## config.mk

```make
export PLATFORM = sky130hd
export DESIGN_NAME = uart_frame_deframer_crc16
export DESIGN_NICKNAME = d
export VERILOG_FILES = /design/src/sv/ufd_pkg.sv /design/src/sv/ufd_cfg_regs.sv /design/src/sv/uart_frame_deframer_crc16.sv
export SDC_FILE = /design/constraint.sdc
export NUM_CORES = 1
export LEC_CHECK = 0
export BUFFER_PORTS_ARGS = -buffer_cell sky130_fd_sc_hd__buf_2
export CORE_ASPECT_RATIO = 0.5
export CORE_MARGIN = 4
export CORE_UTILIZATION = 55
export CTS_CLUSTER_SIZE = 24
export DETAILED_ROUTE_END_ITERATION = 6
export PLACE_DENSITY = 0.73
export SLEW_MARGIN = 20
export SYNTH_ARGS = -nofsm -noshare
export SYNTH_HDL_FRONTEND = slang
export SYNTH_HIERARCHICAL = 1
export SYNTH_SLANG_ARGS = --single-unit
```

## constraint.sdc

```tcl
create_clock -name clk -period 5.85 [get_ports clk]
set_clock_uncertainty 0.2 [all_clocks]
set_input_delay 1.17 -clock clk [delete_from_list [all_inputs] [get_ports clk]]
set_output_delay 1.17 -clock clk [all_outputs]
set_load 0.02 [all_outputs]
```

## src/sv/ufd_pkg.sv

```systemverilog
// Shared types, constants and the CRC byte update for the UART frame deframer.
`timescale 1ns / 1ps
`default_nettype none

package ufd_pkg;

  localparam int MAX_FRAME_DEF  = 64;
  localparam int FRAME_OVERHEAD = 7;
  localparam int PAYLOAD_START  = 4;
  localparam int STORE_DEPTH    = 64;
  localparam int STORE_AW       = $clog2(STORE_DEPTH);
  localparam int ITEM_MAX       = 57;
  // wide enough for a frame position or total up to 7 + 255
  localparam int POS_W          = 10;

  localparam int CFG_IDX_W  = 3;
  localparam int CFG_DATA_W = 16;

  localparam logic [15:0] CRC_POLY = 16'h1021;

  typedef enum logic [CFG_IDX_W-1:0] {
    REG_HEADER_FIRST  = 3'd0,
    REG_HEADER_SECOND = 3'd1,
    REG_TAIL_VALUE    = 3'd2,
    REG_COMMAND_CODE  = 3'd3,
    REG_ITEM_LENGTH   = 3'd4,
    REG_CRC_INIT      = 3'd5
  } cfg_reg_t;

  typedef struct packed {
    logic [7:0]  header_first;
    logic [7:0]  header_second;
    logic [7:0]  tail_value;
    logic [7:0]  command_code;
    logic [5:0]  item_length;
    logic [15:0] crc_init;
  } cfg_t;

  localparam logic [7:0]  HEADER_FIRST_RST  = 8'hAA;
  localparam logic [7:0]  HEADER_SECOND_RST = 8'h55;
  localparam logic [7:0]  TAIL_VALUE_RST    = 8'h55;
  localparam logic [7:0]  COMMAND_CODE_RST  = 8'h01;
  localparam logic [5:0]  ITEM_LENGTH_RST   = 6'd8;
  localparam logic [15:0] CRC_INIT_RST      = 16'hFFFF;

  // CRC-16/CCITT, MSB first, one byte
  function automatic logic [15:0] crc_feed(input logic [15:0] crc, input logic [7:0] b);
    logic [15:0] c;
    c = crc ^ {b, 8'h00};
    for (int k = 0; k < 8; k++) begin
      if (c[15]) begin
        c = {c[14:0], 1'b0} ^ CRC_POLY;
      end else begin
        c = {c[14:0], 1'b0};
      end
    end
    return c;
  endfunction

endpackage

`default_nettype wire

```

## src/sv/ufd_cfg_regs.sv

```systemverilog
// Configuration register bank of the UART frame deframer.
`timescale 1ns / 1ps
`default_nettype none

module ufd_cfg_regs
  import ufd_pkg::*;
(
  input  wire logic                  clk,
  input  wire logic                  rst_n,
  input  wire logic                  cfg_we,
  input  wire logic [CFG_IDX_W-1:0]  cfg_index,
  input  wire logic [CFG_DATA_W-1:0] cfg_wdata,
  output cfg_t                       cfg
);

  cfg_t cfg_r;
  cfg_t cfg_nxt;

  always_comb begin
    cfg_nxt = cfg_r;
    if (cfg_we) begin
      case (cfg_index)
        REG_HEADER_FIRST:  cfg_nxt.header_first  = cfg_wdata[7:0];
        REG_HEADER_SECOND: cfg_nxt.header_second = cfg_wdata[7:0];
        REG_TAIL_VALUE:    cfg_nxt.tail_value    = cfg_wdata[7:0];
        REG_COMMAND_CODE:  cfg_nxt.command_code  = cfg_wdata[7:0];
        REG_ITEM_LENGTH:   cfg_nxt.item_length   = cfg_wdata[5:0];
        REG_CRC_INIT:      cfg_nxt.crc_init      = cfg_wdata[15:0];
        default:           cfg_nxt = cfg_r;
      endcase
    end
  end

  always_ff @(posedge clk) begin
    if (!rst_n) begin
      cfg_r.header_first  <= HEADER_FIRST_RST;
      cfg_r.header_second <= HEADER_SECOND_RST;
      cfg_r.tail_value    <= TAIL_VALUE_RST;
      cfg_r.command_code  <= COMMAND_CODE_RST;
      cfg_r.item_length   <= ITEM_LENGTH_RST;
      cfg_r.crc_init      <= CRC_INIT_RST;
    end else begin
      cfg_r <= cfg_nxt;
    end
  end

  assign cfg = cfg_r;

endmodule

`default_nettype wire

```

## src/sv/uart_frame_deframer_crc16.sv

```systemverilog
// Top level of the UART frame deframer with CRC-16/CCITT check.
//
// Received bytes are taken one word per cycle while the block hunts for a frame
// (header, header, command, length, payload, CRC low, CRC high, tail). Payload
// bytes go into a 64-entry RAM as they arrive and the CRC is updated in the same
// cycle. When the tail of a good frame with the wanted command lands, input stalls
// and the first min(item_length, 57) payload bytes are read back from the RAM's
// single read port, one result per cycle while out_ready is high; a CRC error
// report is a single result that also stalls input. The RAM needs no clearing
// after reset: every entry read has been written earlier in the same frame.
`timescale 1ns / 1ps
`default_nettype none

module uart_frame_deframer_crc16
  import ufd_pkg::*;
#(
  parameter int MAX_FRAME = MAX_FRAME_DEF
) (
  input  wire logic                  clk,
  input  wire logic                  rst_n,
  // received bytes
  input  wire logic                  in_valid,
  output logic                       in_ready,
  input  wire logic [7:0]            in_rx_byte,
  // results
  output logic                       out_valid,
  input  wire logic                  out_ready,
  output logic                       out_result_kind,
  output logic [7:0]                 out_data_byte,
  output logic [5:0]                 out_byte_index,
  output logic                       out_last_byte,
  output logic [31:0]                out_crc_error_total,
  // configuration
  input  wire logic                  cfg_we,
  input  wire logic [CFG_IDX_W-1:0]  cfg_index,
  input  wire logic [CFG_DATA_W-1:0] cfg_wdata
);

  localparam int CW = $clog2(MAX_FRAME + 1);

  typedef enum logic [1:0] {
    ST_HUNT = 2'b01,
    ST_EMIT = 2'b10
  } state_t;

  cfg_t cfg;

  ufd_cfg_regs u_cfg (
    .clk       (clk),
    .rst_n     (rst_n),
    .cfg_we    (cfg_we),
    .cfg_index (cfg_index),
    .cfg_wdata (cfg_wdata),
    .cfg       (cfg)
  );

  state_t      state_r, state_nxt;
  logic [CW-1:0] cnt_r, cnt_nxt;
  logic [7:0]  len_r, len_nxt;
  logic [7:0]  cmd_r, cmd_nxt;
  logic [15:0] crc_r, crc_nxt;
  logic [15:0] rcv_r, rcv_nxt;
  logic [31:0] err_cnt_r, err_cnt_nxt;
  logic        out_valid_r, out_valid_nxt;
  logic        kind_r, kind_nxt;
  logic [5:0]  idx_r, idx_nxt;
  logic        last_r, last_nxt;
  logic [7:0]  rd_data_r;

  logic [7:0]  payload_mem [STORE_DEPTH];

  logic                wr_en;
  logic [STORE_AW-1:0] wr_addr;
  logic                rd_en;
  logic [STORE_AW-1:0] rd_addr;

  logic             in_acc;
  logic [7:0]       b;
  logic [POS_W-1:0] pos_w;
  logic [POS_W-1:0] pos_inc;
  logic [POS_W-1:0] pay_end;
  logic [POS_W-1:0] k_w;
  logic [POS_W-1:0] total_w;
  logic [7:0]       len_sel;
  logic [5:0]       need;
  logic [5:0]       idx_inc;

  assign in_ready = (state_r == ST_HUNT);
  assign in_acc   = in_valid && in_ready;
  assign b        = in_rx_byte;

  assign need    = (cfg.item_length > 6'(ITEM_MAX)) ? 6'(ITEM_MAX) : cfg.item_length;
  assign pos_w   = POS_W'(cnt_r);
  assign pos_inc = pos_w + POS_W'(1);
  assign pay_end = POS_W'(PAYLOAD_START) + POS_W'(len_r);
  assign k_w     = pos_w - POS_W'(PAYLOAD_START);
  // the length byte counts towards the total in the very word that carries it
  assign len_sel = (pos_w == POS_W'(3)) ? b : len_r;
  assign total_w = POS_W'(len_sel) + POS_W'(FRAME_OVERHEAD);
  assign idx_inc = idx_r + 6'd1;
  assign wr_addr = k_w[STORE_AW-1:0];

  always_comb begin
    state_nxt     = state_r;
    cnt_nxt       = cnt_r;
    len_nxt       = len_r;
    cmd_nxt       = cmd_r;
    crc_nxt       = crc_r;
    rcv_nxt       = rcv_r;
    err_cnt_nxt   = err_cnt_r;
    out_valid_nxt = out_valid_r;
    kind_nxt      = kind_r;
    idx_nxt       = idx_r;
    last_nxt      = last_r;
    wr_en         = 1'b0;
    rd_en         = 1'b0;
    rd_addr       = '0;

    case (state_r)
      ST_HUNT: begin
        if (in_acc) begin
          if (cnt_r == CW'(0)) begin
            if (b == cfg.header_first) cnt_nxt = CW'(1);
          end else if (cnt_r == CW'(1)) begin
            if (b == cfg.header_second) begin
              cnt_nxt = CW'(2);
            end else if (b != cfg.header_first) begin
              cnt_nxt = CW'(0);
            end
          end else if (pos_w >= POS_W'(MAX_FRAME)) begin
            cnt_nxt = CW'(0);
          end else begin
            cnt_nxt = CW'(pos_inc);
            if (pos_w == POS_W'(2)) begin
              // command word: CRC restarts from the configured seed
              cmd_nxt = b;
              crc_nxt = crc_feed(cfg.crc_init, b);
            end else begin
              if (pos_w == POS_W'(3)) begin
                len_nxt = b;
                crc_nxt = crc_feed(crc_r, b);
              end else if (pos_w < pay_end) begin
                wr_en   = (k_w < POS_W'(STORE_DEPTH));
                crc_nxt = crc_feed(crc_r, b);
              end else if (pos_w == pay_end) begin
                rcv_nxt = {8'h00, b};
              end else if (pos_w == pay_end + POS_W'(1)) begin
                rcv_nxt = {b, rcv_r[7:0]};
              end

              if (total_w > POS_W'(MAX_FRAME)) begin
                cnt_nxt = CW'(0);
              end else if (pos_inc == total_w) begin
                cnt_nxt = CW'(0);
                if (b == cfg.tail_value) begin
                  if (crc_r != rcv_r) begin
                    err_cnt_nxt   = err_cnt_r + 32'd1;
                    out_valid_nxt = 1'b1;
                    kind_nxt      = 1'b1;
                    idx_nxt       = 6'd0;
                    last_nxt      = 1'b1;
                    state_nxt     = ST_EMIT;
                  end else if (cmd_r == cfg.command_code && len_r >= {2'b00, need} &&
                               need != 6'd0) begin
                    rd_en         = 1'b1;
                    rd_addr       = '0;
                    out_valid_nxt = 1'b1;
                    kind_nxt      = 1'b0;
                    idx_nxt       = 6'd0;
                    last_nxt      = (need == 6'd1);
                    state_nxt     = ST_EMIT;
                  end
                end
              end
            end
          end
        end
      end
      ST_EMIT: begin
        if (out_ready) begin
          if (last_r) begin
            out_valid_nxt = 1'b0;
            state_nxt     = ST_HUNT;
          end else begin
            // fetch the next byte as this one leaves
            rd_en    = 1'b1;
            rd_addr  = STORE_AW'(idx_inc);
            idx_nxt  = idx_inc;
            last_nxt = (idx_inc == need - 6'd1);
          end
        end
      end
      default: begin
        state_nxt     = ST_HUNT;
        out_valid_nxt = 1'b0;
      end
    endcase
  end

  always_ff @(posedge clk) begin
    if (!rst_n) begin
      state_r     <= ST_HUNT;
      cnt_r       <= '0;
      len_r       <= '0;
      cmd_r       <= '0;
      crc_r       <= CRC_INIT_RST;
      rcv_r       <= '0;
      err_cnt_r   <= '0;
      out_valid_r <= 1'b0;
    end else begin
      state_r     <= state_nxt;
      cnt_r       <= cnt_nxt;
      len_r       <= len_nxt;
      cmd_r       <= cmd_nxt;
      crc_r       <= crc_nxt;
      rcv_r       <= rcv_nxt;
      err_cnt_r   <= err_cnt_nxt;
      out_valid_r <= out_valid_nxt;
    end
  end

  always_ff @(posedge clk) begin
    kind_r <= kind_nxt;
    idx_r  <= idx_nxt;
    last_r <= last_nxt;
  end

  // payload RAM: one write port, one registered read port
  always_ff @(posedge clk) begin
    if (wr_en) payload_mem[wr_addr] <= b;
    if (rd_en) rd_data_r <= payload_mem[rd_addr];
  end

  assign out_valid           = out_valid_r;
  assign out_result_kind     = kind_r;
  assign out_data_byte       = kind_r ? 8'h00 : rd_data_r;
  assign out_byte_index      = idx_r;
  assign out_last_byte       = last_r;
  assign out_crc_error_total = err_cnt_r;

endmodule

`default_nettype wire

```

==> flow_summary.json <==
{
  "nFillCells": 4062,
  "required_ps": 5930,
  "critPathKind": "register to register",
  "routed_wl_mm": 76.70,
  "netlist_instances": 2333,
  "seq_area_frac_synth": 0.6255,
  "slew_violations": 0,
  "yosys_register_bits": 671,
  "routed.top_layer": "met5",
  "start_util": 0.5567,
  "synth_ff_type": "edfxtp_1",
  "io_buffers": 81,
  "critPathMaxFanout": 7,
  "die_width_microns": 337.9,
  "fin_nets": 2449,
  "p_comb_frac": 0.026,
  "vias": 19881,
  "synth_top_area_cell": "edfxtp_1",
  "cts_buffers": 57,
  "worst_pin_slew_ps": 1140,
  "p_total_w": 0.009179,
  "hp-class": "register to register",
  "clock-sinks": 671,
  "yosysTopAreaCellShare": 0.5299,
  "routedLengthMet1_mm": 32.12,
  "max_slew_margin": 0.2373,
  "grt_use_total": 0.2597,
  "maxCapViolations": 0,
  "gp_congestion": 0.9293,
  "rsz0062_at_grt": "false",
  "antenna_cells": 0,
  "antenna_found_initial": 1,
  "hold_ws_ps": 266.0,
  "die_area_sq_um": 58430,
  "core_sq_um": 53750,
  "wl_met2_mm": 35.26,
  "fin_cells": 3148,
  "synthTopCellsByArea": "edfxtp_1 53%, dfxtp_1 9.6%, mux2i_1 4.3%, mux4_2 3.6%, nand2_1 2.4%",
  "crit_path_end_kind": "register",
  "grt_pass1_wl_mm": 117.1,
  "finalSetupTns_ps": 0,
  "synth_fp_nets": 2396,
  "arrival_ps": 5470,
  "fin_util": 0.6158,
  "r2r_slack_ps": 460,
  "finalCritPeriodShare": 0.9213,
  "p_seq_frac": 0.561,
  "period_minus_slack_ps": 5390,
  "cts_tree": "yes",
  "startpoint_type": "register",
  "p_sw_w": 0.001924,
  "cts_buffer_depth": 3,
  "rows": 60,
  "intPower_w": 0.007256,
  "drive_gt1_frac": 0.1355,
  "clkLatencyLatePin_ps": 620,
  "fmax_mhz": 185.5,
  "swShare": 0.2096,
  "clock_tree.root_cell": "clkbuf_16",
  "leakage_nw": 11.21,
  "synth_async_sr_flop_share": 0,
  "synth_area_sq_um": 29920,
  "finalSetupViolCount": 0,
  "yosys_warnings": 6,
  "htreeDepth": 2,
  "power.density_nw_per_um2": 277.3,
  "drt-initial-drc-count": 2557,
  "clk_pin_slew_ps": 60,
  "dr_wl_met3_mm": 7.421,
  "io_pins": 82,
  "status": "complete, no violations",
  "clkPwrFrac": 0.413,
  "finalHoldViolCount": 0,
  "postCtsSetupRepairBufs": 0,
  "synth_cell_types": 77,
  "dp.cells": 3040,
  "grt_max_degree": 77,
  "synth_edf_count": 528,
  "die_h_microns": 172.9,
  "grt_pass1_vias": 19329,
  "avgSynthCellArea_sq_um": 12.83,
  "wire_per_inst_microns": 24.36,
  "syn_to_final_growth_pct": 10.61,
  "drtPass1Iterations": 5,
  "routed_via_density": 6.315,
  "drc": 0,
  "max-vdd-ir-drop_uv": 222.4,
  "dp_hpwl_mm": 48.59,
  "overflow": 0,
  "ant_nets": 0
}
-- area by class of cell --
class                      count  area (sq um)  area share
timing repair buffer         153         960.9     0.02903
multi-input combinational   1478         10590      0.3198
sequential                   671         18720      0.5655
clock buffer                  71          1489     0.04498
clock inverter                37         360.3     0.01089
tap                          713         892.1     0.02695
inverter                      25         93.84    0.002835
-- per-stage QoR --
step / instance area, sq um / worst slack (ps)
3_5_place_dp: 31240 / 181.1
4_1_cts: 33090 / 124.3
5_1_grt: 33100 / 102.5
6_report: 33100 / 460.5
2_1_floorplan: 29920 / 192.1
3_3_place_gp: 31240 / 237.8
-- per-layer routing --
metal  vias up  global-route usage
li1       8964                   -
met1      9817              0.3804
met2       956              0.4031
met3       142             0.05276
met4         2             0.06275
met5         -                   0
-- cell usage in the layout (no fill, tap or decap), types with 22 or more instances in the layout --
cell type / synthesis / layout
mux2i_1: 130 / 130
o21ai_0: 115 / 115
nor2_1: 148 / 147
dfxtp_1: 143 / 143
ha_1: 31 / 29
or3_1: 44 / 44
mux4_2: 48 / 48
buf_2: 5 / 80
edfxtp_1: 528 / 528
a211oi_1: 37 / 37
xor2_1: 70 / 68
buf_4: 2 / 72
o221ai_1: 52 / 52
nor2b_1: 66 / 65
o31ai_1: 22 / 22
xnor2_1: 79 / 77
nand2_1: 193 / 192
a21oi_1: 104 / 104
nand3_1: 61 / 61
inv_1: 22 / 22
o211ai_1: 34 / 34
clkbuf_16: 0 / 57
-- registers in the layout, summed over array words and instances, names as in the netlist, 6 cells and up --
name and flops:
rcv_r 16, crc_r 16, cnt_r 7, len_r 8, u_cfg/cfg 54, out_byte_index 6, cmd_r 8, payload_mem 512
out_crc_error_total 32, rd_data_r 8
-- final timing paths --
path	from	end	depth (start not counted)
max	cnt_r[3]$_SDFFE_PN0P_	out_byte_index[0]$_SDFFCE_PN0P_	16
min	cmd_r[5]$_SDFFE_PN0P_	cmd_r[5]$_SDFFE_PN0P_	2
max reg2reg	cnt_r[3]$_SDFFE_PN0P_	out_byte_index[0]$_SDFFCE_PN0P_	16
min reg2reg	cmd_r[5]$_SDFFE_PN0P_	cmd_r[5]$_SDFFE_PN0P_	2
-- cells by family (layout without fill, tap and decap cells) --
| kind of cell | after synthesis | after routing | synth area share |
|---|---|---|---|
| muxes | 194 | 194 | 0.08563 |
| xor gates and xnor gates | 150 | 150 | 0.04441 |
| and+or+nand+nor | 649 | 649 | 0.1093 |
| adders and majority gates | 31 | 31 | 0.01296 |
| buffers and inverters | 184 | 286 | 0.02404 |
| AOI/OAI and AO/OA | 454 | 454 | 0.09818 |
| DFF | 671 | 671 | 0.6255 |
-- worst max-delay path, stage by stage (launching register included) --
cell	delay, ps
dfxtp_1	380
inv_1	200
ha_1	220
or4b_1	640
nor2_4	190
nor2_1	50
a21oi_1	230
ha_2	320
nand2b_1	190
nand4_1	160
xor2_1	100
a211o_1	300
a2111o_1	470
or4b_4	560
nor4_2	330
mux2i_1	170
nor2b_2	300
-- synthesized netlist by cell type, drive strengths merged (44+ instances only) --
cell and count:
mux4 48, xor2 70, nor2b 66, mux2i 130, a21oi 104, or3 44
nand3 61, edfxtp 528, clkbuf 132, dfxtp 143, xnor2 79, o21ai 118
o221ai 52, nor2 149, nand2 193
-- power groups by stage --
stage / sequential (W) / clock [W] / combinational (W)
finish: 0.00515 / 0.00379 / 0.000242
global placement: 0.00525 / 0 / 0.000233
floorplan: 0.00525 / 0 / 0.000117
detailed placement: 0.00525 / 0 / 0.000238
global route: 0.00514 / 0.00404 / 0.000262
CTS: 0.00515 / 0.00384 / 0.000240
-- what timing repair did --
| action | 4_1_cts | 5_1_grt |
|---|---|---|
| hold buffers | 0 | 0 |
| gates resized for setup | 0 | 3 |
| endpoints found under the setup margin | 0 | 6 |
Power figures use the tool's default switching activity.
